===== src/cbts_pkg.sv =====
`default_nettype none

package cbts_pkg;

	localparam int unsigned TICKS_PER_SECOND_DEF = 64;

	localparam int unsigned IN_W       = 8;
	localparam int unsigned OUT_W      = 48;
	localparam int unsigned CFG_IDX_W  = 3;
	localparam int unsigned CFG_DATA_W = 8;

	localparam logic [CFG_IDX_W-1:0] CFG_SLOW_RATE    = 3'd0;
	localparam logic [CFG_IDX_W-1:0] CFG_FAST_RATE    = 3'd1;
	localparam logic [CFG_IDX_W-1:0] CFG_FAST_AFTER   = 3'd2;
	localparam logic [CFG_IDX_W-1:0] CFG_IDLE_TIMEOUT = 3'd3;
	localparam logic [CFG_IDX_W-1:0] CFG_BLINK_REPS   = 3'd4;
	localparam logic [CFG_IDX_W-1:0] CFG_BLINK_HALF   = 3'd5;

	localparam logic [5:0] SLOW_RATE_RST    = 6'd16;
	localparam logic [5:0] FAST_RATE_RST    = 6'd55;
	localparam logic [7:0] FAST_AFTER_RST   = 8'd5;
	localparam logic [7:0] IDLE_TIMEOUT_RST = 8'd128;
	localparam logic [3:0] BLINK_REPS_RST   = 4'd5;
	localparam logic [5:0] BLINK_HALF_RST   = 6'd4;

	localparam logic [4:0] HOURS_RST   = 5'd9;
	localparam logic [6:0] SEC_MOD     = 7'd60;
	localparam logic [6:0] MIN_MOD     = 7'd60;
	localparam logic [5:0] HOUR_MOD    = 6'd24;

	localparam logic [5:0] CHAR_ZERO  = 6'd48;
	localparam logic [5:0] CHAR_SPACE = 6'd32;

	typedef enum logic [2:0] {
		MODE_CLOCK,
		MODE_HOUR_BLINK,
		MODE_SET_HOURS,
		MODE_MIN_BLINK,
		MODE_SET_MINS,
		MODE_EXIT_BLINK
	} cbts_mode_t;

	typedef struct packed {
		logic [5:0] slow_rate;
		logic [5:0] fast_rate;
		logic [7:0] fast_after;
		logic [7:0] idle_timeout;
		logic [3:0] blink_reps;
		logic [5:0] blink_half;
	} cbts_cfg_t;

	typedef struct packed {
		logic [4:0] hours;
		logic [5:0] minutes;
		logic [5:0] seconds;
		cbts_mode_t mode;
		logic       blank_h;
		logic       blank_m;
		logic       fade;
	} cbts_view_t;

	function automatic logic [2:0] digit_tens(input logic [5:0] v);
		logic [2:0] t;
		if (v >= 6'd60)      t = 3'd6;
		else if (v >= 6'd50) t = 3'd5;
		else if (v >= 6'd40) t = 3'd4;
		else if (v >= 6'd30) t = 3'd3;
		else if (v >= 6'd20) t = 3'd2;
		else if (v >= 6'd10) t = 3'd1;
		else                 t = 3'd0;
		return t;
	endfunction

	function automatic logic [3:0] digit_ones(input logic [5:0] v);
		logic [2:0] t;
		logic [5:0] r;
		t = digit_tens(v);
		r = v - {t, 3'b000} - {2'b00, t, 1'b0};
		return r[3:0];
	endfunction

endpackage

`default_nettype wire


===== src/cbts_core.sv =====
`default_nettype none

module cbts_core
	import cbts_pkg::*;
#(
	parameter int unsigned TICKS_PER_SECOND = TICKS_PER_SECOND_DEF
) (
	input  wire logic       clk,
	input  wire logic       arst_n,
	input  wire logic       step,
	input  wire logic       held,
	input  wire logic       pressed,
	input  wire cbts_cfg_t  cfg,
	output cbts_view_t      view
);

	localparam logic [6:0] TPS7 = 7'(TICKS_PER_SECOND);

	logic [4:0] hours_q, hours_d;
	logic [5:0] minutes_q, minutes_d;
	logic [5:0] seconds_q, seconds_d;
	logic [5:0] presc_q, presc_d;
	cbts_mode_t mode_q, mode_d;
	logic [7:0] pt_q, pt_d;
	logic [3:0] blink_q, blink_d;
	logic [5:0] hold_q, hold_d;
	logic [7:0] steps_q, steps_d;
	logic       fast_q, fast_d;

	logic [6:0] pre_inc;
	logic       second_due;
	logic       fade;
	logic       do_enter;
	cbts_mode_t enter_target;
	cbts_mode_t blink_next;
	logic [7:0] pt_inc;
	logic [3:0] bc_inc;
	logic [5:0] rate;
	logic [6:0] target;
	logic       do_bump;
	logic       check_fast;
	logic [5:0] hr_inc;
	logic [6:0] mn_inc;
	logic [6:0] sec_inc;
	logic       min_c;
	logic       hr_c;

	always_comb begin
		hours_d      = hours_q;
		minutes_d    = minutes_q;
		seconds_d    = seconds_q;
		mode_d       = mode_q;
		pt_d         = pt_q;
		blink_d      = blink_q;
		hold_d       = hold_q;
		steps_d      = steps_q;
		fast_d       = fast_q;
		fade         = 1'b0;
		do_enter     = 1'b0;
		enter_target = MODE_CLOCK;
		do_bump      = 1'b0;
		check_fast   = 1'b0;
		pt_inc       = pt_q + 8'd1;
		bc_inc       = blink_q + 4'd1;
		rate         = fast_q ? cfg.fast_rate : cfg.slow_rate;
		target       = ({1'b0, rate} < TPS7) ? (TPS7 - {1'b0, rate}) : 7'd1;
		sec_inc      = {1'b0, seconds_q} + 7'd1;
		min_c        = 1'b0;
		hr_c         = 1'b0;
		mn_inc       = {1'b0, minutes_q};
		hr_inc       = {1'b0, hours_q};

		pre_inc    = {1'b0, presc_q} + 7'd1;
		second_due = (pre_inc >= TPS7) || (pre_inc > 7'd63);
		presc_d    = second_due ? 6'd0 : pre_inc[5:0];

		blink_next = (mode_q == MODE_EXIT_BLINK) ? MODE_CLOCK : cbts_mode_t'(mode_q + 3'd1);

		unique case (mode_q)
			MODE_HOUR_BLINK, MODE_MIN_BLINK, MODE_EXIT_BLINK: begin
				if (blink_q >= cfg.blink_reps) begin
					do_enter     = 1'b1;
					enter_target = blink_next;
				end else begin
					pt_d = pt_inc;
					if (pt_inc >= {1'b0, cfg.blink_half, 1'b0}) begin
						pt_d    = 8'd0;
						blink_d = bc_inc;
						if (bc_inc >= cfg.blink_reps) begin
							do_enter     = 1'b1;
							enter_target = blink_next;
						end
					end
				end
				if (do_enter && enter_target == MODE_CLOCK) begin
					seconds_d = 6'd0;
				end
			end
			MODE_SET_HOURS, MODE_SET_MINS: begin
				if (held) begin
					pt_d = 8'd0;
					if (hold_q == 6'd0) begin
						hold_d  = 6'd1;
						do_bump = 1'b1;
					end else if ({1'b0, hold_q} == target) begin
						hold_d     = 6'd1;
						do_bump    = 1'b1;
						check_fast = 1'b1;
					end else begin
						hold_d = hold_q + 6'd1;
					end
				end else begin
					hold_d  = 6'd0;
					steps_d = 8'd0;
					fast_d  = 1'b0;
					pt_d    = (pt_q == 8'hFF) ? pt_q : pt_inc;
					if (pt_d >= cfg.idle_timeout) begin
						do_enter     = 1'b1;
						enter_target = (mode_q == MODE_SET_HOURS) ? MODE_MIN_BLINK
							: MODE_EXIT_BLINK;
					end
				end
				if (do_bump) begin
					if (mode_q == MODE_SET_HOURS) begin
						hr_inc  = {1'b0, hours_q} + 6'd1;
						hours_d = (hr_inc >= HOUR_MOD) ? 5'd0 : hr_inc[4:0];
					end else begin
						mn_inc    = {1'b0, minutes_q} + 7'd1;
						minutes_d = (mn_inc >= MIN_MOD) ? 6'd0 : mn_inc[5:0];
					end
					steps_d = (steps_q == 8'hFF) ? steps_q : steps_q + 8'd1;
					if (check_fast && steps_d == cfg.fast_after) begin
						fast_d = 1'b1;
					end
				end
			end
			default: begin
				mode_d = MODE_CLOCK;
				if (second_due) begin
					if (sec_inc >= SEC_MOD) begin
						seconds_d = 6'd0;
						min_c     = 1'b1;
						fade      = 1'b1;
					end else begin
						seconds_d = sec_inc[5:0];
					end
					mn_inc = {1'b0, minutes_q} + {6'd0, min_c};
					if (mn_inc >= MIN_MOD) begin
						minutes_d = 6'd0;
						hr_c      = 1'b1;
						fade      = 1'b1;
					end else begin
						minutes_d = mn_inc[5:0];
					end
					hr_inc  = {1'b0, hours_q} + {5'd0, hr_c};
					hours_d = (hr_inc >= HOUR_MOD) ? 5'd0 : hr_inc[4:0];
				end
				if (pressed) begin
					do_enter     = 1'b1;
					enter_target = MODE_HOUR_BLINK;
				end
			end
		endcase

		if (do_enter) begin
			mode_d  = enter_target;
			pt_d    = 8'd0;
			blink_d = 4'd0;
			hold_d  = 6'd0;
			steps_d = 8'd0;
			fast_d  = 1'b0;
		end

		view.hours   = hours_d;
		view.minutes = minutes_d;
		view.seconds = seconds_d;
		view.mode    = mode_d;
		view.fade    = fade;
		view.blank_h = 1'b0;
		view.blank_m = 1'b0;
		if ((mode_d == MODE_HOUR_BLINK || mode_d == MODE_MIN_BLINK
				|| mode_d == MODE_EXIT_BLINK) && pt_d >= {2'b00, cfg.blink_half}) begin
			view.blank_h = (mode_d != MODE_MIN_BLINK);
			view.blank_m = (mode_d != MODE_HOUR_BLINK);
		end
	end

	always_ff @(posedge clk or negedge arst_n) begin
		if (!arst_n) begin
			hours_q   <= HOURS_RST;
			minutes_q <= 6'd0;
			seconds_q <= 6'd0;
			presc_q   <= 6'd0;
			mode_q    <= MODE_CLOCK;
			pt_q      <= 8'd0;
			blink_q   <= 4'd0;
			hold_q    <= 6'd0;
			steps_q   <= 8'd0;
			fast_q    <= 1'b0;
		end else if (step) begin
			hours_q   <= hours_d;
			minutes_q <= minutes_d;
			seconds_q <= seconds_d;
			presc_q   <= presc_d;
			mode_q    <= mode_d;
			pt_q      <= pt_d;
			blink_q   <= blink_d;
			hold_q    <= hold_d;
			steps_q   <= steps_d;
			fast_q    <= fast_d;
		end
	end

endmodule

`default_nettype wire


===== src/cbts_fmt.sv =====
`default_nettype none

module cbts_fmt
	import cbts_pkg::*;
(
	input  wire cbts_view_t       view,
	output logic [OUT_W-1:0]      tdata
);

	logic [5:0] hr6;
	logic [5:0] c_ht, c_ho, c_mt, c_mo;

	always_comb begin
		hr6  = {1'b0, view.hours};
		c_ht = view.blank_h ? CHAR_SPACE : CHAR_ZERO + {3'b000, digit_tens(hr6)};
		c_ho = view.blank_h ? CHAR_SPACE : CHAR_ZERO + {2'b00, digit_ones(hr6)};
		c_mt = view.blank_m ? CHAR_SPACE : CHAR_ZERO + {3'b000, digit_tens(view.minutes)};
		c_mo = view.blank_m ? CHAR_SPACE : CHAR_ZERO + {2'b00, digit_ones(view.minutes)};
		tdata = {3'b000, view.fade, c_mo, c_mt, c_ho, c_ht, view.mode,
			view.seconds, view.minutes, view.hours};
	end

endmodule

`default_nettype wire


===== src/clock_with_button_time_set.sv =====
// Channel | Dir | Handshake               | Payload
// s_      | in  | s_tvalid / s_tready     | s_tdata: button_held, button_pressed
// m_      | out | m_tvalid / m_tready     | m_tdata: time, mode, four digit chars, fade
// cfg_    | in  | cfg_valid / cfg_ready   | cfg_index, cfg_data
//
// One result beat per input beat, held in the result register; a new beat is
// taken every cycle while the result register is empty or being drained.
// The clock and time update ahead of the result register is combinational.
// Reset: time 09:00:00, clock mode, config registers at their defaults.
// A stalled m_ side holds the result and s_tready stays low until it is taken.
// cfg_ready is always high.
`default_nettype none

module clock_with_button_time_set
	import cbts_pkg::*;
#(
	parameter int unsigned TICKS_PER_SECOND = TICKS_PER_SECOND_DEF
) (
	input  wire logic                  clk,
	input  wire logic                  arst_n,
	input  wire logic                  s_tvalid,
	output logic                       s_tready,
	input  wire logic [IN_W-1:0]       s_tdata,   // [0] button_held, [1] button_pressed
	output logic                       m_tvalid,
	input  wire logic                  m_tready,
	// [4:0] hour_value, [10:5] minute_value, [16:11] second_value, [19:17] ui_mode,
	// [25:20] char_hours_tens, [31:26] char_hours_ones, [37:32] char_minutes_tens,
	// [43:38] char_minutes_ones, [44] fade_request
	output logic [OUT_W-1:0]           m_tdata,
	input  wire logic                  cfg_valid,
	output logic                       cfg_ready,
	input  wire logic [CFG_IDX_W-1:0]  cfg_index,
	input  wire logic [CFG_DATA_W-1:0] cfg_data
);

	cbts_cfg_t          cfg_q;
	cbts_view_t         view;
	logic [OUT_W-1:0]   res_data;
	logic               step;
	logic               out_valid_q;
	logic [OUT_W-1:0]   out_data_q;

	assign cfg_ready = 1'b1;
	assign s_tready  = !out_valid_q || m_tready;
	assign step      = s_tvalid && s_tready;
	assign m_tvalid  = out_valid_q;
	assign m_tdata   = out_data_q;

	always_ff @(posedge clk or negedge arst_n) begin
		if (!arst_n) begin
			cfg_q.slow_rate    <= SLOW_RATE_RST;
			cfg_q.fast_rate    <= FAST_RATE_RST;
			cfg_q.fast_after   <= FAST_AFTER_RST;
			cfg_q.idle_timeout <= IDLE_TIMEOUT_RST;
			cfg_q.blink_reps   <= BLINK_REPS_RST;
			cfg_q.blink_half   <= BLINK_HALF_RST;
		end else if (cfg_valid && cfg_ready) begin
			unique case (cfg_index)
				CFG_SLOW_RATE:    cfg_q.slow_rate    <= cfg_data[5:0];
				CFG_FAST_RATE:    cfg_q.fast_rate    <= cfg_data[5:0];
				CFG_FAST_AFTER:   cfg_q.fast_after   <= cfg_data;
				CFG_IDLE_TIMEOUT: cfg_q.idle_timeout <= cfg_data;
				CFG_BLINK_REPS:   cfg_q.blink_reps   <= cfg_data[3:0];
				CFG_BLINK_HALF:   cfg_q.blink_half   <= cfg_data[5:0];
				default: begin
				end
			endcase
		end
	end

	cbts_core #(
		.TICKS_PER_SECOND(TICKS_PER_SECOND)
	) u_core (
		.clk     (clk),
		.arst_n  (arst_n),
		.step    (step),
		.held    (s_tdata[0]),
		.pressed (s_tdata[1]),
		.cfg     (cfg_q),
		.view    (view)
	);

	cbts_fmt u_fmt (
		.view  (view),
		.tdata (res_data)
	);

	always_ff @(posedge clk or negedge arst_n) begin
		if (!arst_n) begin
			out_valid_q <= 1'b0;
		end else if (step) begin
			out_valid_q <= 1'b1;
		end else if (m_tready) begin
			out_valid_q <= 1'b0;
		end
	end

	always_ff @(posedge clk) begin
		if (step) begin
			out_data_q <= res_data;
		end
	end

	a_beat_gives_result: assert property (@(posedge clk) disable iff (!arst_n)
		step |=> m_tvalid)
		else $error("accepted beat produced no result");

	a_clock_not_blank: assert property (@(posedge clk) disable iff (!arst_n)
		m_tvalid && m_tdata[19:17] == MODE_CLOCK |->
			m_tdata[25:20] != CHAR_SPACE && m_tdata[37:32] != CHAR_SPACE)
		else $error("digits blanked in clock mode");

	// a press on the rollover tick shows the fade with hour blink already entered
	a_fade_in_clock: assert property (@(posedge clk) disable iff (!arst_n)
		m_tvalid && m_tdata[44] |->
			(m_tdata[19:17] == MODE_CLOCK || m_tdata[19:17] == MODE_HOUR_BLINK)
			&& m_tdata[16:11] == 6'd0)
		else $error("fade outside a clock-mode rollover");

	a_set_not_blank: assert property (@(posedge clk) disable iff (!arst_n)
		m_tvalid && (m_tdata[19:17] == MODE_SET_HOURS || m_tdata[19:17] == MODE_SET_MINS) |->
			m_tdata[31:26] != CHAR_SPACE && m_tdata[43:38] != CHAR_SPACE)
		else $error("digits blanked in a set phase");

endmodule

`default_nettype wire


===== config.mk =====
export PLATFORM = sky130hd
export DESIGN_NAME = clock_with_button_time_set
export DESIGN_NICKNAME = d
export VERILOG_FILES = /design/src/cbts_pkg.sv /design/src/cbts_core.sv /design/src/cbts_fmt.sv /design/src/clock_with_button_time_set.sv
export SDC_FILE = /design/constraint.sdc
export NUM_CORES = 1
export LEC_CHECK = 0
export ABC_AREA = 0
export ABC_CLOCK_PERIOD_IN_PS = 13300
export CAP_MARGIN = 20
export CORE_MARGIN = 4
export CORE_UTILIZATION = 50
export DETAILED_ROUTE_END_ITERATION = 16
export DONT_BUFFER_PORTS = 1
export GPL_ROUTABILITY_DRIVEN = 0
export HOLD_SLACK_MARGIN = 0.15
export PLACE_DENSITY = 0.68
export SYNTH_ARGS = -nofsm -noshare
export SYNTH_HDL_FRONTEND = slang
export SYNTH_HIERARCHICAL = 1
export SYNTH_SLANG_ARGS = --single-unit

===== constraint.sdc =====
create_clock -name clk -period 13.3 [get_ports clk]
set_input_delay 1.33 -clock clk [delete_from_list [all_inputs] [get_ports clk]]
set_output_delay 1.33 -clock clk [all_outputs]
set_load 0.1 [all_outputs]

# --- Yosys cells after proc, flatten, opt, wreduce, memory -nomap -nowiden ---
# Index checks and enable logic that the tools add are counted.
totals:
  regBits: 137
  latch_bits: 0
  ramBits: 0
  romBits: 0
  inputBits: 24
  out_inout_bits: 51
  word_cells: 208
  n_memories: 0
classes:
  add_sub_neg: 20
  multipliers: 0
  n_div: 0
  order_cmp: 24
  n_eq_ne: 21
  shifts: 0
  mux: 92
  n_bitwise: 1
  n_reduce_logical: 29
ops:
  columns: ["cell", "count"]
  rows:
  - ["two-way mux 6 bit", 15]
  - ["two-way mux 8 bit", 10]
  - ["two-way mux 3 bit", 20]
  - ["two-way mux 1 bit", 31]
  - ["two-way mux 5 bit", 5]
  - ["greater-or-equal comparator 6 x 5 -> 1 bit (second input constant)", 4]
  - ["case mux 6 bit (2 select lines)", 2]
  - ["adder 6 x 1 -> 7 bit (second input constant)", 3]
  - ["greater-or-equal comparator 7 x 6 -> 1 bit (second input constant)", 3]
  - ["greater-or-equal comparator 5 x 6 -> 1 bit (second input constant)", 3]
  - ["greater-or-equal comparator 6 bit (second input constant)", 3]
  - ["adder 8 x 1 -> 8 bit (second input constant)", 2]
  - ["== test 8 bit (second input constant)", 2]
  - ["two-way mux 4 bit", 4]
  - ["case mux 8 bit (2 select lines)", 1]
  - ["subtractor 4 bit", 4]
  - ["== test 3 x 2 -> 1 bit (second input constant)", 5]
  - ["== test 3 bit (second input constant)", 5]
  - ["AND reduction 2 bit", 7]
  - ["adder 5 x 4 -> 6 bit (first input constant)", 2]
  - ["adder 5 x 5 -> 6 bit (first input constant)", 2]
  - ["greater-or-equal comparator 5 bit (second input constant)", 2]
  - ["case mux 5 bit (2 select lines)", 1]
  - ["== test 3 x 1 -> 1 bit (second input constant)", 3]
  - ["other kinds (36)", 48]

# --- Longest topological paths before layout ---
# Gate-level depths: netlist (run 1).
depth:
  ltp_word: 25
  mapped_depth: 27
  mapped_depth_nobuf: 25

# --- Hierarchy ---
# The synthesis (run 1) kept the hierarchy.
by_module_without_submodules:
  columns: ["mod", "n_inst", "cells_per_inst", "area_per_inst_um2", "seq_area_each_um2"]
  rows:
  - ["cbts_core", 1, 716, 5577.8, 1328.8]
  - ["clock_with_button_time_set", 1, 139, 2996.6, 2432.3]
  - ["cbts_fmt", 1, 103, 740.7, 0.0]

# --- Least setup slack after synthesis (run 1) ---
# OpenSTA, ideal clock, no wires.
synth_timing:
  path_type: "input to register"
  startpoint: "input m_tready"
  endpoint: "register u_core.steps_q[3]"
  setup_ns: 0.121
  t_arrival_ns: 4.812
  required_time_ns: 13.179
  slack_ns: 8.367
  stages: 8
  n_path_buf: 1
  path_cell_list: "nand2b_1 and2_1 o21ai_0 a31oi_2 a211o_1 buf_6 o21ai_0 a22o_1"
synth_via:
  elab_chain_len: 3
synth_rtl:
  columns: ["element", "line_no", "source"]
  rows:
  - ["start: declaration", "clock_with_button_time_set.sv:25", "input wire logic m_tready,"]
  - ["logical OR 1 bit", "clock_with_button_time_set.sv:44", "assign s_tready = !out_valid_q || m_tready;"]
  - ["logical AND 1 bit", "clock_with_button_time_set.sv:45", "assign step = s_tvalid && s_tready;"]
  - ["net step", "clock_with_button_time_set.sv:39", "logic step;"]
  - ["AND reduction 3 bit (no source line)", null, null]
  - ["end signal: assignment", "cbts_core.sv:209", "steps_q <= steps_d;"]
  - ["end: declaration", "cbts_core.sv:27", "logic [7:0] steps_q, steps_d;"]
# The timed path passes the listed nets, and every way through them passes these cells.
# A chain may end at the register's enable or synchronous reset.

==> summary.md, run 1 <==
| Metric | Value |
|---|---|
| CP endpoint | m_tdata[33] |
| WL met1 | 9.116 mm |
| CTS max path bufs | 2 |
| Routed length per instance | 16.65 um |
| Row count | 49 |
| Max Used Layer | met4 |
| Post-route minimum period | ~6.4 ns |
| Ys flop type | dfrtp_1 |
| Worst reg2reg path startpoint | u_core/pt_q[0] |
| Design Area, Final | 0.009803 mm^2 |
| Pre-CTS setup slack | ~7 ns |
| CTS H-tree depth | 4 |
| Initial antenna violation count | 0 |
| Chip Width | 144.5 um |
| Crit path from | u_core/pt_q[0] |
| DRT Pass-1 Iters | 7 |
| Dpl cell area | 0.009181 mm^2 |
| Final worst path period share | 0.4835 |
| Async SR Flop Fraction | 0.6571 |
| Hold WC Path Type | reg2reg |
| Worst Path Class, Setup | reg2reg |
| Root Buffer | clkbuf_16 |
| Number of library cell types mapped by synthesis | 97 |
| Crit. End Element | register |
| Synthesis-to-finish area growth | 5.238% |
| Vias in the first global route | 6410 |
| Core ar. | ~0.018 mm^2 |
| CTS Sinks | 140 |
| Skew final | 0.008515 ns |
| PortBufs | 0 |
| I/O pin total | 75 |
| Yosys warnings | 6 |
| Via-per-instance ratio | a little under 6 |
| Crit start category | register |
| Largest net degree at the start of global routing | 93 |
| Total chip power | 0.001929 W |
| Worst Tran Pin Value | 1.068 ns |
| Outcome | complete, no violations |
| Total CTS buffers | 17 |
| Worst reg2reg path depth | 23 |
| Setup Total Neg Slack | 0 ns |
| Worst slew margin | 0.2879 |
| Met3 wire len | 918 um |
| RSZ-0062 raised after global routing | false |
| Synth area leader | dfrtp_1 |
| Max-slew violations | 0 |
| Global Route Usage Sum | 0.1927 |
| Die ar. | 0.02088 mm^2 |
| Crit-path max FO | 9 |
| Detailed Place HPWL | approximately 14 mm |
| Initial Util | 0.5133 |
| Reg-to-Reg End | m_tdata[33] |
| Total wire length | 19.21 mm |
| Ant diodes | 0 |
| Postcts setup bufs | 0 |
| DR iter-0 viols | 523 |
| TritonCTS clock tree | built |
| Clk slew on worst S/H paths | 0.06 ns |
| Number of flops mapped to enable cells by yosys | 48 |
| Share of layout cells above drive strength 1 | 0.1319 |
| Post-synth top area share | 0.2095 |
| Post-synthesis cell area | about 0.0093 mm^2 |
| Max-Cap Viols | 0 |
| Clk_lat worst skew | 0.42 ns |
| Flop2flop setup slack | 6.87 ns |
| Global-route wire length before repair | about 32 mm |
| Residual DRC | 0 |
| Post-Synthesis Cells | 958 |
| Fillers | between 1.5k and 2k |
| Worst vdd ir | 0.1037 mV |
| Final setup fails | 0 |
| Core Util, Final | 0.5402 |
| Register area share after synthesis | 0.4038 |
| Hold Buf Count CTS | 0 |
| Leakage | 4.155 nW |
| Routed wl met2 | between 8 and 9 mm |
| Nets | 990 |
| ANT nets after route | 0 |
| Seq cells post-synth | 140 |
| Syn_area_per_cell | 9.724 um^2 |
| Post-route setup slack | roughly 6.9 ns |
| Fmax achieved | 155.5 MHz |
| Worst Path Arrival | 6.61 ns |
| Hold Vio Cnt, Final | 0 |
| Die Y | 144.5 um |
| GRT Residual Overflow | 0 |
| Worst Path Required | ~13 ns |
| CTS resizes | 0 |
| Total number of vias | 6817 |
| PwrDens | 196.8 mW/mm^2 |
| Synth top area cells | dfrtp_1 (21%), edfxtp_1 (15%), ha_1 (7.3%) |
==> through the flow <==
stage                     hold slack (ns)  instances
after floorplan                    0.4794        966
final                              0.5036       1154
after detailed placement           0.4942       1122
after CTS                          0.5075       1154
after global routing               0.5256       1154
after global placement             0.4884       1122
==> Yosys cell counts, types with 5 or more instances <==
cell / instances
a211o_1: 7
a211oi_1: 8
a21o_1: 16
a21oi_1: 52
a22o_1: 11
a31oi_1: 15
and2_1: 9
and3_1: 12
buf_2: 8
buf_4: 36
buf_6: 5
clkbuf_1: 25
dfrtp_1: 78
dfstp_2: 14
edfxtp_1: 48
ha_1: 54
inv_1: 44
mux2_2: 45
mux2i_1: 11
nand2_1: 89
nand2b_1: 19
nand3_1: 31
nand4_1: 7
nor2_1: 61
nor2b_1: 9
nor3_1: 21
o21ai_0: 59
o21bai_1: 5
o31ai_1: 6
xnor2_1: 28
xor2_1: 13
==> cell usage in the layout (no fill, tap or decap), types with 9 or more instances in the layout <==
cell type and instances:
a21o_1 16, a21oi_1 52, a22o_1 11, a31oi_1 15, and3_1 12, clkbuf_16 17
conb_1 11, dfrtp_1 78, dfstp_2 14, edfxtp_1 48, ha_1 54, inv_1 44
mux2_2 45, mux2i_1 11, nand2_1 89, nand2b_1 19, nand3_1 31, nor2_1 61
nor2b_1 9, nor3_1 21, o21ai_0 59, xnor2_1 28, xor2_1 13
==> power breakdown <==
part           internal [W]  switching (W)
registers          0.000557       0.000270
logic              0.000252       0.000352
clock network      0.000314       0.000184
total               0.00112       0.000805
==> worst max-delay path: stages (launching register included) <==
cell and delay (ns):
dfrtp_1 0.53, ha_1 0.36, and3_1 0.28, nand3_1 0.34, mux2_2 0.40, ha_1 0.27, nand2_1 0.06, o21ai_0 0.07
a41o_1 0.31, a32oi_1 0.49, nand3_1 0.17, o21ai_0 0.32, o211ai_1 0.24, ha_1 0.34, nand2b_1 0.09, a21o_1 0.11
a21o_1 0.11, a21o_1 0.12, a21oi_1 0.07, nor2b_1 0.17, o31ai_1 0.16, nor3b_1 0.79, inv_1 0.18, and2_1 0.19
==> sequential cells by signal (all words and copies together), names as in the netlist <==
| register | count |
|---|---|
| m_tvalid | 1 |
| u_core/steps_q | 8 |
| u_core/hours_q | 5 |
| u_core/pt_q | 8 |
| m_tdata | 48 |
| cfg_q | 38 |
| u_core/hold_q | 6 |
| u_core/fast_q | 1 |
| u_core/blink_q | 4 |
| u_core/seconds_q | 6 |
| u_core/presc_q | 6 |
| u_core/mode_q | 3 |
| u_core/minutes_q | 6 |
==> final cells by class <==
class,count,area [um^2],share of cell area
timing repair buffer,1,7.507,0.0007658
clock inverter,14,192.7,0.01966
tap,229,286.5,0.02923
multi-input combinational,705,4950,0.5049
clock buffer,18,429.2,0.04378
sequential,140,3761,0.3837
inverter,47,176.4,0.01800
==> logic make-up after synthesis <==
kind of cell | count (synthesis) | synth area share
adder cells (fa/ha/maj) | 56 | 0.07468
AO/OA/AOI/OAI | 243 | 0.1786
flip-flops | 140 | 0.4038
AND/OR/NAND/NOR | 295 | 0.1628
other | 3 | 0.001209
multiplexers | 57 | 0.06783
buffers and inverters | 121 | 0.06837
XOR/XNOR | 43 | 0.04271
==> layer usage <==
| layer | up-vias | GRT usage |
|---|---|---|
| met2 | 169 | 0.3031 |
| li1 | 3362 | - |
| met3 | 22 | 0.04762 |
| met1 | 3264 | 0.2629 |
| met5 | - | 0 |
| met4 | 0 | 0.06136 |
==> worst min-delay path by stage <==
stage	from	to	slack (ns)	cells after the start
floorplan	cfg_q[11]	cfg_q[11]	0.48	1
global placement	cfg_q[3]	cfg_q[3]	0.49	1
detailed placement	cfg_q[1]	cfg_q[1]	0.49	1
CTS	cfg_q[1]	cfg_q[1]	0.51	1
global route	cfg_q[4]	cfg_q[4]	0.53	1
finish	cfg_q[12]	cfg_q[12]	0.50	1
(Power assumes the default switching activity.)
==> run 2: changes to the inputs <==
--- a/config.mk
+++ b/config.mk
@@ -6,7 +6,7 @@
 export NUM_CORES = 1
 export LEC_CHECK = 0
 export ABC_AREA = 0
-export ABC_CLOCK_PERIOD_IN_PS = 13300
+export ABC_CLOCK_PERIOD_IN_PS = 5950
 export CAP_MARGIN = 20
 export CORE_MARGIN = 4
 export CORE_UTILIZATION = 50
==> constraint.sdc (replaced) <==
create_clock -name clk -period 5.95 [get_ports clk]
set_input_delay 0.595 -clock clk [delete_from_list [all_inputs] [get_ports clk]]
set_output_delay 0.595 -clock clk [all_outputs]
set_load 0.1 [all_outputs]
==> summary.md, run 2 (synthesized netlist as in run 1, its figures left out) <==
| Metric | Value |
|---|---|
| Crit-path max FO | 9 (unchanged) |
| Detailed Place HPWL | 13.71 mm (+0.25%) |
| Crit start category | register |
| TritonCTS clock tree | built |
| Max-Cap Viols | 0 (unchanged) |
| Chip Width | 144.5 um (unchanged) |
| GRT Residual Overflow | 0 (unchanged) |
| Worst Path Required | 6.21 ns (-7.27 ns) |
| PortBufs | 0 (unchanged) |
| Worst Tran Pin Value | 0.9172 ns (-0.1510 ns) |
| Commonest non-fill, non-tap cells in the layout | nand2_1 (89), dfrtp_1 (78), nor2_1 (61) |
| Die ar. | 0.02088 mm^2 (unchanged) |
| Fmax achieved | 184.0 MHz (+18%) |
| Pre-CTS setup slack | 0.4350 ns (-6.498 ns) |
| Clk_lat worst skew | 0.42 ns (about the same) |
| DRT Pass-1 Iters | 5 (-2) |
| Outcome | complete, no violations |
| Clk slew on worst S/H paths | 0.06 ns (about the same) |
| DR iter-0 viols | 440 (-16%) |
| Worst slew margin | 0.3898 (+0.1019) |
| Share of layout cells above drive strength 1 | 0.1412 (+0.009285) |
| Row count | 49 (unchanged) |
| Post-route minimum period | 5.436 ns (-0.9952 ns) |
| Total CTS buffers | 17 (unchanged) |
| RSZ-0062 raised after global routing | false |
| Hold WS | 0.2851 ns (-0.2184 ns) |
| Worst Path Arrival | 5.70 ns (-0.91 ns) |
| Slowest-stage cell, CP | dfrtp_1 |
| Post-route setup slack | 0.5144 ns (-6.355 ns) |
| Residual DRC | 0 (unchanged) |
| Largest net degree at the start of global routing | 93 (unchanged) |
| Crit. End Element | register |
| Largest stage delay on the critical path | 0.52 ns (-0.27 ns) |
| Worst reg2reg path depth | 22 (-4.3%) |
| Routed length per instance | 16.67 um (+0.13%) |
| Core ar. | 0.01815 mm^2 (unchanged) |
| Fillers | 1638 (+2.4%) |
| Nets | 1000 (+1.0%) |
| ANT nets after route | 0 (unchanged) |
| Total number of vias | 6839 (+0.32%) |
| Final setup fails | 0 (unchanged) |
| Leakage | 4.188 nW (+0.79%) |
| Via-per-instance ratio | 5.875 (-0.54%) |
| Number of flip-flops in the largest register | 48 (unchanged) |
| Initial Util | 0.5133 (unchanged) |
| Hold Vio Cnt, Final | 0 (unchanged) |
| Worst vdd ir | 0.2540 mV (+140%) |
| Root Buffer | clkbuf_16 |
| PwrDens | 435.2 mW/mm^2 (+120%) |
| CP Cell Sequence | ha_1, and3_1, xor2_1, ha_1, a21oi_1, nand2_1, a41oi_2, a211o_1, nand3_1, o21ai_1, o211ai_1, ha_1, nand2b_1, a21o_1, a21o_1, a21o_1, a21oi_1, nor2b_1, o31ai_2, nor3b_1, buf_4, nor3_1 |
| CTS max path bufs | 2 (unchanged) |
| Max-slew violations | 0 (unchanged) |
| Global Route Usage Sum | 0.1927 (about the same) |
| Skew final | 0.008996 ns (+0.0004809 ns) |
| Final worst path period share | 0.9136 (+0.4300) |
| Initial antenna violation count | 0 (unchanged) |
| I/O pin total | 75 (unchanged) |
| Hold WC Path Type | in2reg |
| Total wire length | 19.41 mm (+1.0%) |
| Worst Path Class, Setup | reg2reg |
| Cells on Worst Hold Path | 1 (unchanged) |
| CTS H-tree depth | 4 (unchanged) |
| Synthesis-to-finish area growth | 5.843% |
| Vias in the first global route | 6357 (-0.83%) |
| Global-route wire length before repair | 32.45 mm (+0.51%) |
| CTS Sinks | 140 (unchanged) |
| Setup Total Neg Slack | 0 ns (unchanged) |
| Ant diodes | 0 (unchanged) |
| Commonest non-fill, non-tap cell in the layout | nand2_1 |
| Die Y | 144.5 um (unchanged) |
==> run 2: cell type report <==
cell class,instances,area (um^2),area share
inverter,47,176.4,0.01789
clock inverter,14,146.4,0.01485
clock buffer,18,429.2,0.04353
sequential,140,3761,0.3815
multi-input combinational,705,4955,0.5025
tap,229,286.5,0.02906
timing repair buffer,11,105.1,0.01066
==> run 2: worst max-delay path, delay by kind of cell, from the launching register on <==
kind / cells / cell delay (ns)
compound gates: 10 / 2.34
simple gates: 7 / 1.01
fa+ha+maj: 3 / 0.96
flops: 1 / 0.52
xor+xnor: 1 / 0.25
buf+inv: 1 / 0.18
==> run 2: worst paths after layout <==
check | slack (ns) | start | end
setup / recovery | 0.51 | u_core/pt_q[0] | m_tdata[34]
hold / removal | 0.29 | s_tvalid | m_tvalid
setup reg to reg | 0.51 | u_core/pt_q[0] | m_tdata[34]
hold reg to reg | 0.51 | cfg_q[15] | cfg_q[15]
max in group asynchronous | 4.79 | arst_n | u_core/hours_q[3]
min in group asynchronous | 0.73 | arst_n | cfg_q[7]
==> run 2: metrics by stage <==
| step | util | cell area, um^2 | cells | power [W] |
|---|---|---|---|---|
| 3_3_place_gp | 0.5092 | 9241 | 1130 | 0.003206 |
| 5_1_grt | 0.5433 | 9859 | 1164 | 0.004575 |
| 2_1_floorplan | - | 9345 | 966 | 0.002991 |
| 3_5_place_dp | 0.5092 | 9241 | 1130 | 0.003241 |
| 4_1_cts | 0.5430 | 9854 | 1164 | 0.004313 |
| 6_report | 0.5433 | 9859 | 1164 | 0.004291 |
==> run 2: per-layer routing <==
layer	share of wire	vias up	track usage	wire length, um
met1	0.49	3280	0.2697	9412
met5	0	-	0	0
met4	0.015	0	0.05793	288
met2	0.45	163	0.3016	8816
li1	-	3372	-	-
met3	0.046	24	0.04101	888
==> run 2: power breakdown <==
group | switching [W] | internal, W | total, W
combinational | 0.000812 | 0.000590 | 0.00140
sequential | 0.000606 | 0.00125 | 0.00185
clock | 0.000420 | 0.000617 | 0.00104
total | 0.00184 | 0.00245 | 0.00429
==> run 2: repair_timing <==
action	4_1_cts	5_1_grt
setup endpoints to repair	0	10
resized for setup	0	2
setup buffers	0	0
endpoints found under the hold margin	92	0
hold buffers	2	0
==> run 3: changes to the inputs <==
--- a/config.mk
+++ b/config.mk
@@ -9,12 +9,12 @@
 export ABC_CLOCK_PERIOD_IN_PS = 5950
 export CAP_MARGIN = 20
 export CORE_MARGIN = 4
-export CORE_UTILIZATION = 50
+export CORE_UTILIZATION = 45
 export DETAILED_ROUTE_END_ITERATION = 16
 export DONT_BUFFER_PORTS = 1
 export GPL_ROUTABILITY_DRIVEN = 0
 export HOLD_SLACK_MARGIN = 0.15
-export PLACE_DENSITY = 0.68
+export PLACE_DENSITY = 0.63
 export SYNTH_ARGS = -nofsm -noshare
 export SYNTH_HDL_FRONTEND = slang
 export SYNTH_HIERARCHICAL = 1
==> summary.md, run 3 (synthesized netlist as in run 1, its figures left out) <==
| Metric | Value |
|---|---|
| Outcome | complete, no violations |
| Largest stage delay on the critical path | 0.57 ns (+0.05 ns) |
| Chip Width | 151.9 um (+5.1%) |
| Die ar. | 0.02307 mm^2 (+10%) |
| Final worst path period share | 0.9129 (about the same) |
| Initial antenna violation count | 0 (unchanged) |
| Global Route Usage Sum | 0.1737 (-0.01901) |
| Crit. End Element | register |
| Clk_lat worst skew | 0.42 ns (about the same) |
| CTS max path bufs | 2 (unchanged) |
| Pre-CTS setup slack | 0.4998 ns (+0.06476 ns) |
| Fmax achieved | 184.1 MHz (about the same) |
| Delay-heaviest family, CP | simple AND/OR/NAND/NOR gates |
| Postcts setup bufs | 0 (unchanged) |
| CTS Sinks | 140 (unchanged) |
| Final setup fails | 0 (unchanged) |
| Total CTS buffers | 17 (unchanged) |
| Synthesis-to-finish area growth | 6.837% |
| Leakage | 4.202 nW (+0.34%) |
| Fillers | 1889 (+15%) |
| Die Y | 151.9 um (+5.1%) |
| I/O pin total | 75 (unchanged) |
| Share of layout cells above drive strength 1 | 0.1403 (-0.0009195) |
| Hold Vio Cnt, Final | 0 (unchanged) |
| CTS H-tree depth | 4 (unchanged) |
| Detailed Place HPWL | 14.22 mm (+3.7%) |
| Worst Tran Pin Value | 0.9239 ns (+0.006710 ns) |
| Slowest-stage cell, CP | nor3_1 |
| Root Buffer | clkbuf_16 |
| Worst path bufs/invs | 2 (+1) |
| Residual DRC | 0 (unchanged) |
| Crit-path max FO | 8 (-1) |
| Hold WC Path Type | in2reg |
| Core ar. | 0.02030 mm^2 (+12%) |
| Row count | 52 (+6.1%) |
| Worst Path Arrival | 5.61 ns (-0.09 ns) |
| Total chip power | 0.004391 W (+2.3%) |
| CP most frequent cell | ha_1 |
| Total number of vias | 6792 (-0.69%) |
| Largest net degree at the start of global routing | 93 (unchanged) |
| Post-route setup slack | 0.5181 ns (+0.003770 ns) |
| Skew final | 0.006470 ns (-0.002526 ns) |
| Worst Path Class, Setup | reg2reg |
| Routed length per instance | 16.76 um (+0.53%) |
| TritonCTS clock tree | built |
| DR iter-0 viols | 416 (-5.5%) |
| Hold WS | 0.2849 ns (-0.0001970 ns) |
| Post-route minimum period | 5.432 ns (-0.003770 ns) |
| DRT Pass-1 Iters | 5 (unchanged) |
| Multi-input gate area | 0.004955 mm^2 (unchanged) |
| RSZ-0062 raised after global routing | false |
| Total wire length | 20.18 mm (+4.0%) |
| Initial Util | 0.4589 (-0.05442) |
| Global-route wire length before repair | 33.31 mm (+2.6%) |
| Ant diodes | 0 (unchanged) |
| Worst slew margin | 0.3854 (-0.004464) |
| Max-slew violations | 0 (unchanged) |
| Worst vdd ir | 0.2311 mV (-9.0%) |
| Setup Total Neg Slack | 0 ns (unchanged) |
| Sequential cell area | 0.003761 mm^2 (unchanged) |
| ANT nets after route | 0 (unchanged) |
| Commonest non-fill, non-tap cell in the layout | nand2_1 |
| PwrDens | 441.2 mW/mm^2 (+1.4%) |
| PortBufs | 0 (unchanged) |
| GRT Residual Overflow | 0 (unchanged) |
| Crit start category | register |
| Max-Cap Viols | 0 (unchanged) |
| Nets | 999 (-0.10%) |
| Vias in the first global route | 6325 (-0.50%) |
| Number of flip-flops in the largest register | 48 (unchanged) |
| Commonest non-fill, non-tap cells in the layout | nand2_1 (89), dfrtp_1 (78), nor2_1 (61) |
| Clk slew on worst S/H paths | 0.06 ns (about the same) |
| Worst Path Required | 6.13 ns (-0.08 ns) |
| Via-per-instance ratio | 5.641 (-4.0%) |
==> run 3: cell types whose count changed in the layout (fill, tap and decap cells not counted), sizes merged <==
| cell | before | now |
|---|---|---|
| buf | 10 | 9 |
| bufinv | 2 | 4 |
| clkinv | 9 | 6 |
| clkinvlp | 2 | 3 |
==> run 3: worst paths after layout <==
path | start | endpoint | slack [ns] | cells past startpoint
max | u_core/seconds_q[0] | m_tdata[41] | 0.52 | 25
min | s_tvalid | m_tvalid | 0.28 | 1
max reg2reg | u_core/seconds_q[0] | m_tdata[41] | 0.52 | 25
min reg2reg | cfg_q[7] | cfg_q[7] | 0.51 | 1
max in group asynchronous | arst_n | u_core/hours_q[0] | 4.80 | 2
min in group asynchronous | arst_n | cfg_q[32] | 0.79 | 2
==> run 3: final cells by class <==
cell class | count | area share
inverter | 47 | 0.01773
clock buffer | 18 | 0.04312
multi-input combinational | 705 | 0.4979
tap | 270 | 0.03395
sequential | 140 | 0.3779
timing repair buffer | 10 | 0.009806
clock inverter | 14 | 0.01961
==> run 3: timing repair <==
action,CTS,global route
hold buffers,2,0
setup endpoints to repair,0,5
resized for setup,0,1
hold endpoints to repair,92,0
==> run 3: worst register-to-register path, delay by kind of cell, from the launching register on <==
| family | cells | cell delay (ns) |
|---|---|---|
| AO/OA/AOI/OAI | 7 | 1.23 |
| XOR/XNOR | 2 | 0.43 |
| adder cells (fa/ha/maj) | 4 | 1.14 |
| buffers and inverters | 2 | 0.21 |
| flip-flops | 1 | 0.44 |
| multiplexers | 1 | 0.11 |
| AND/OR/NAND/NOR | 9 | 1.60 |
==> run 3: per-layer routing <==
metal  share of wire  GRT usage  routed length (um)
met1            0.49     0.2482                9910
met2            0.45     0.2671                9176
met3           0.043    0.04295                 876
met4           0.011    0.04238                 215
met5               0          0                   0
==> run 3: power by group <==
part | internal, W | switching, W | leakage (nW)
Clock | 0.000703 | 0.000429 | 0.294
Combinational | 0.000586 | 0.000820 | 2.32
Sequential | 0.00125 | 0.000608 | 1.59
==> run 3: stage by stage <==
stage | cell area (um^2) | cells | utilization
finish | 9952 | 1204 | 0.4903
global route | 9952 | 1204 | 0.4903
CTS | 9947 | 1204 | 0.4900
detailed placement | 9285 | 1170 | 0.4574
global placement | 9285 | 1170 | 0.4574
floorplan | 9345 | 966 | -
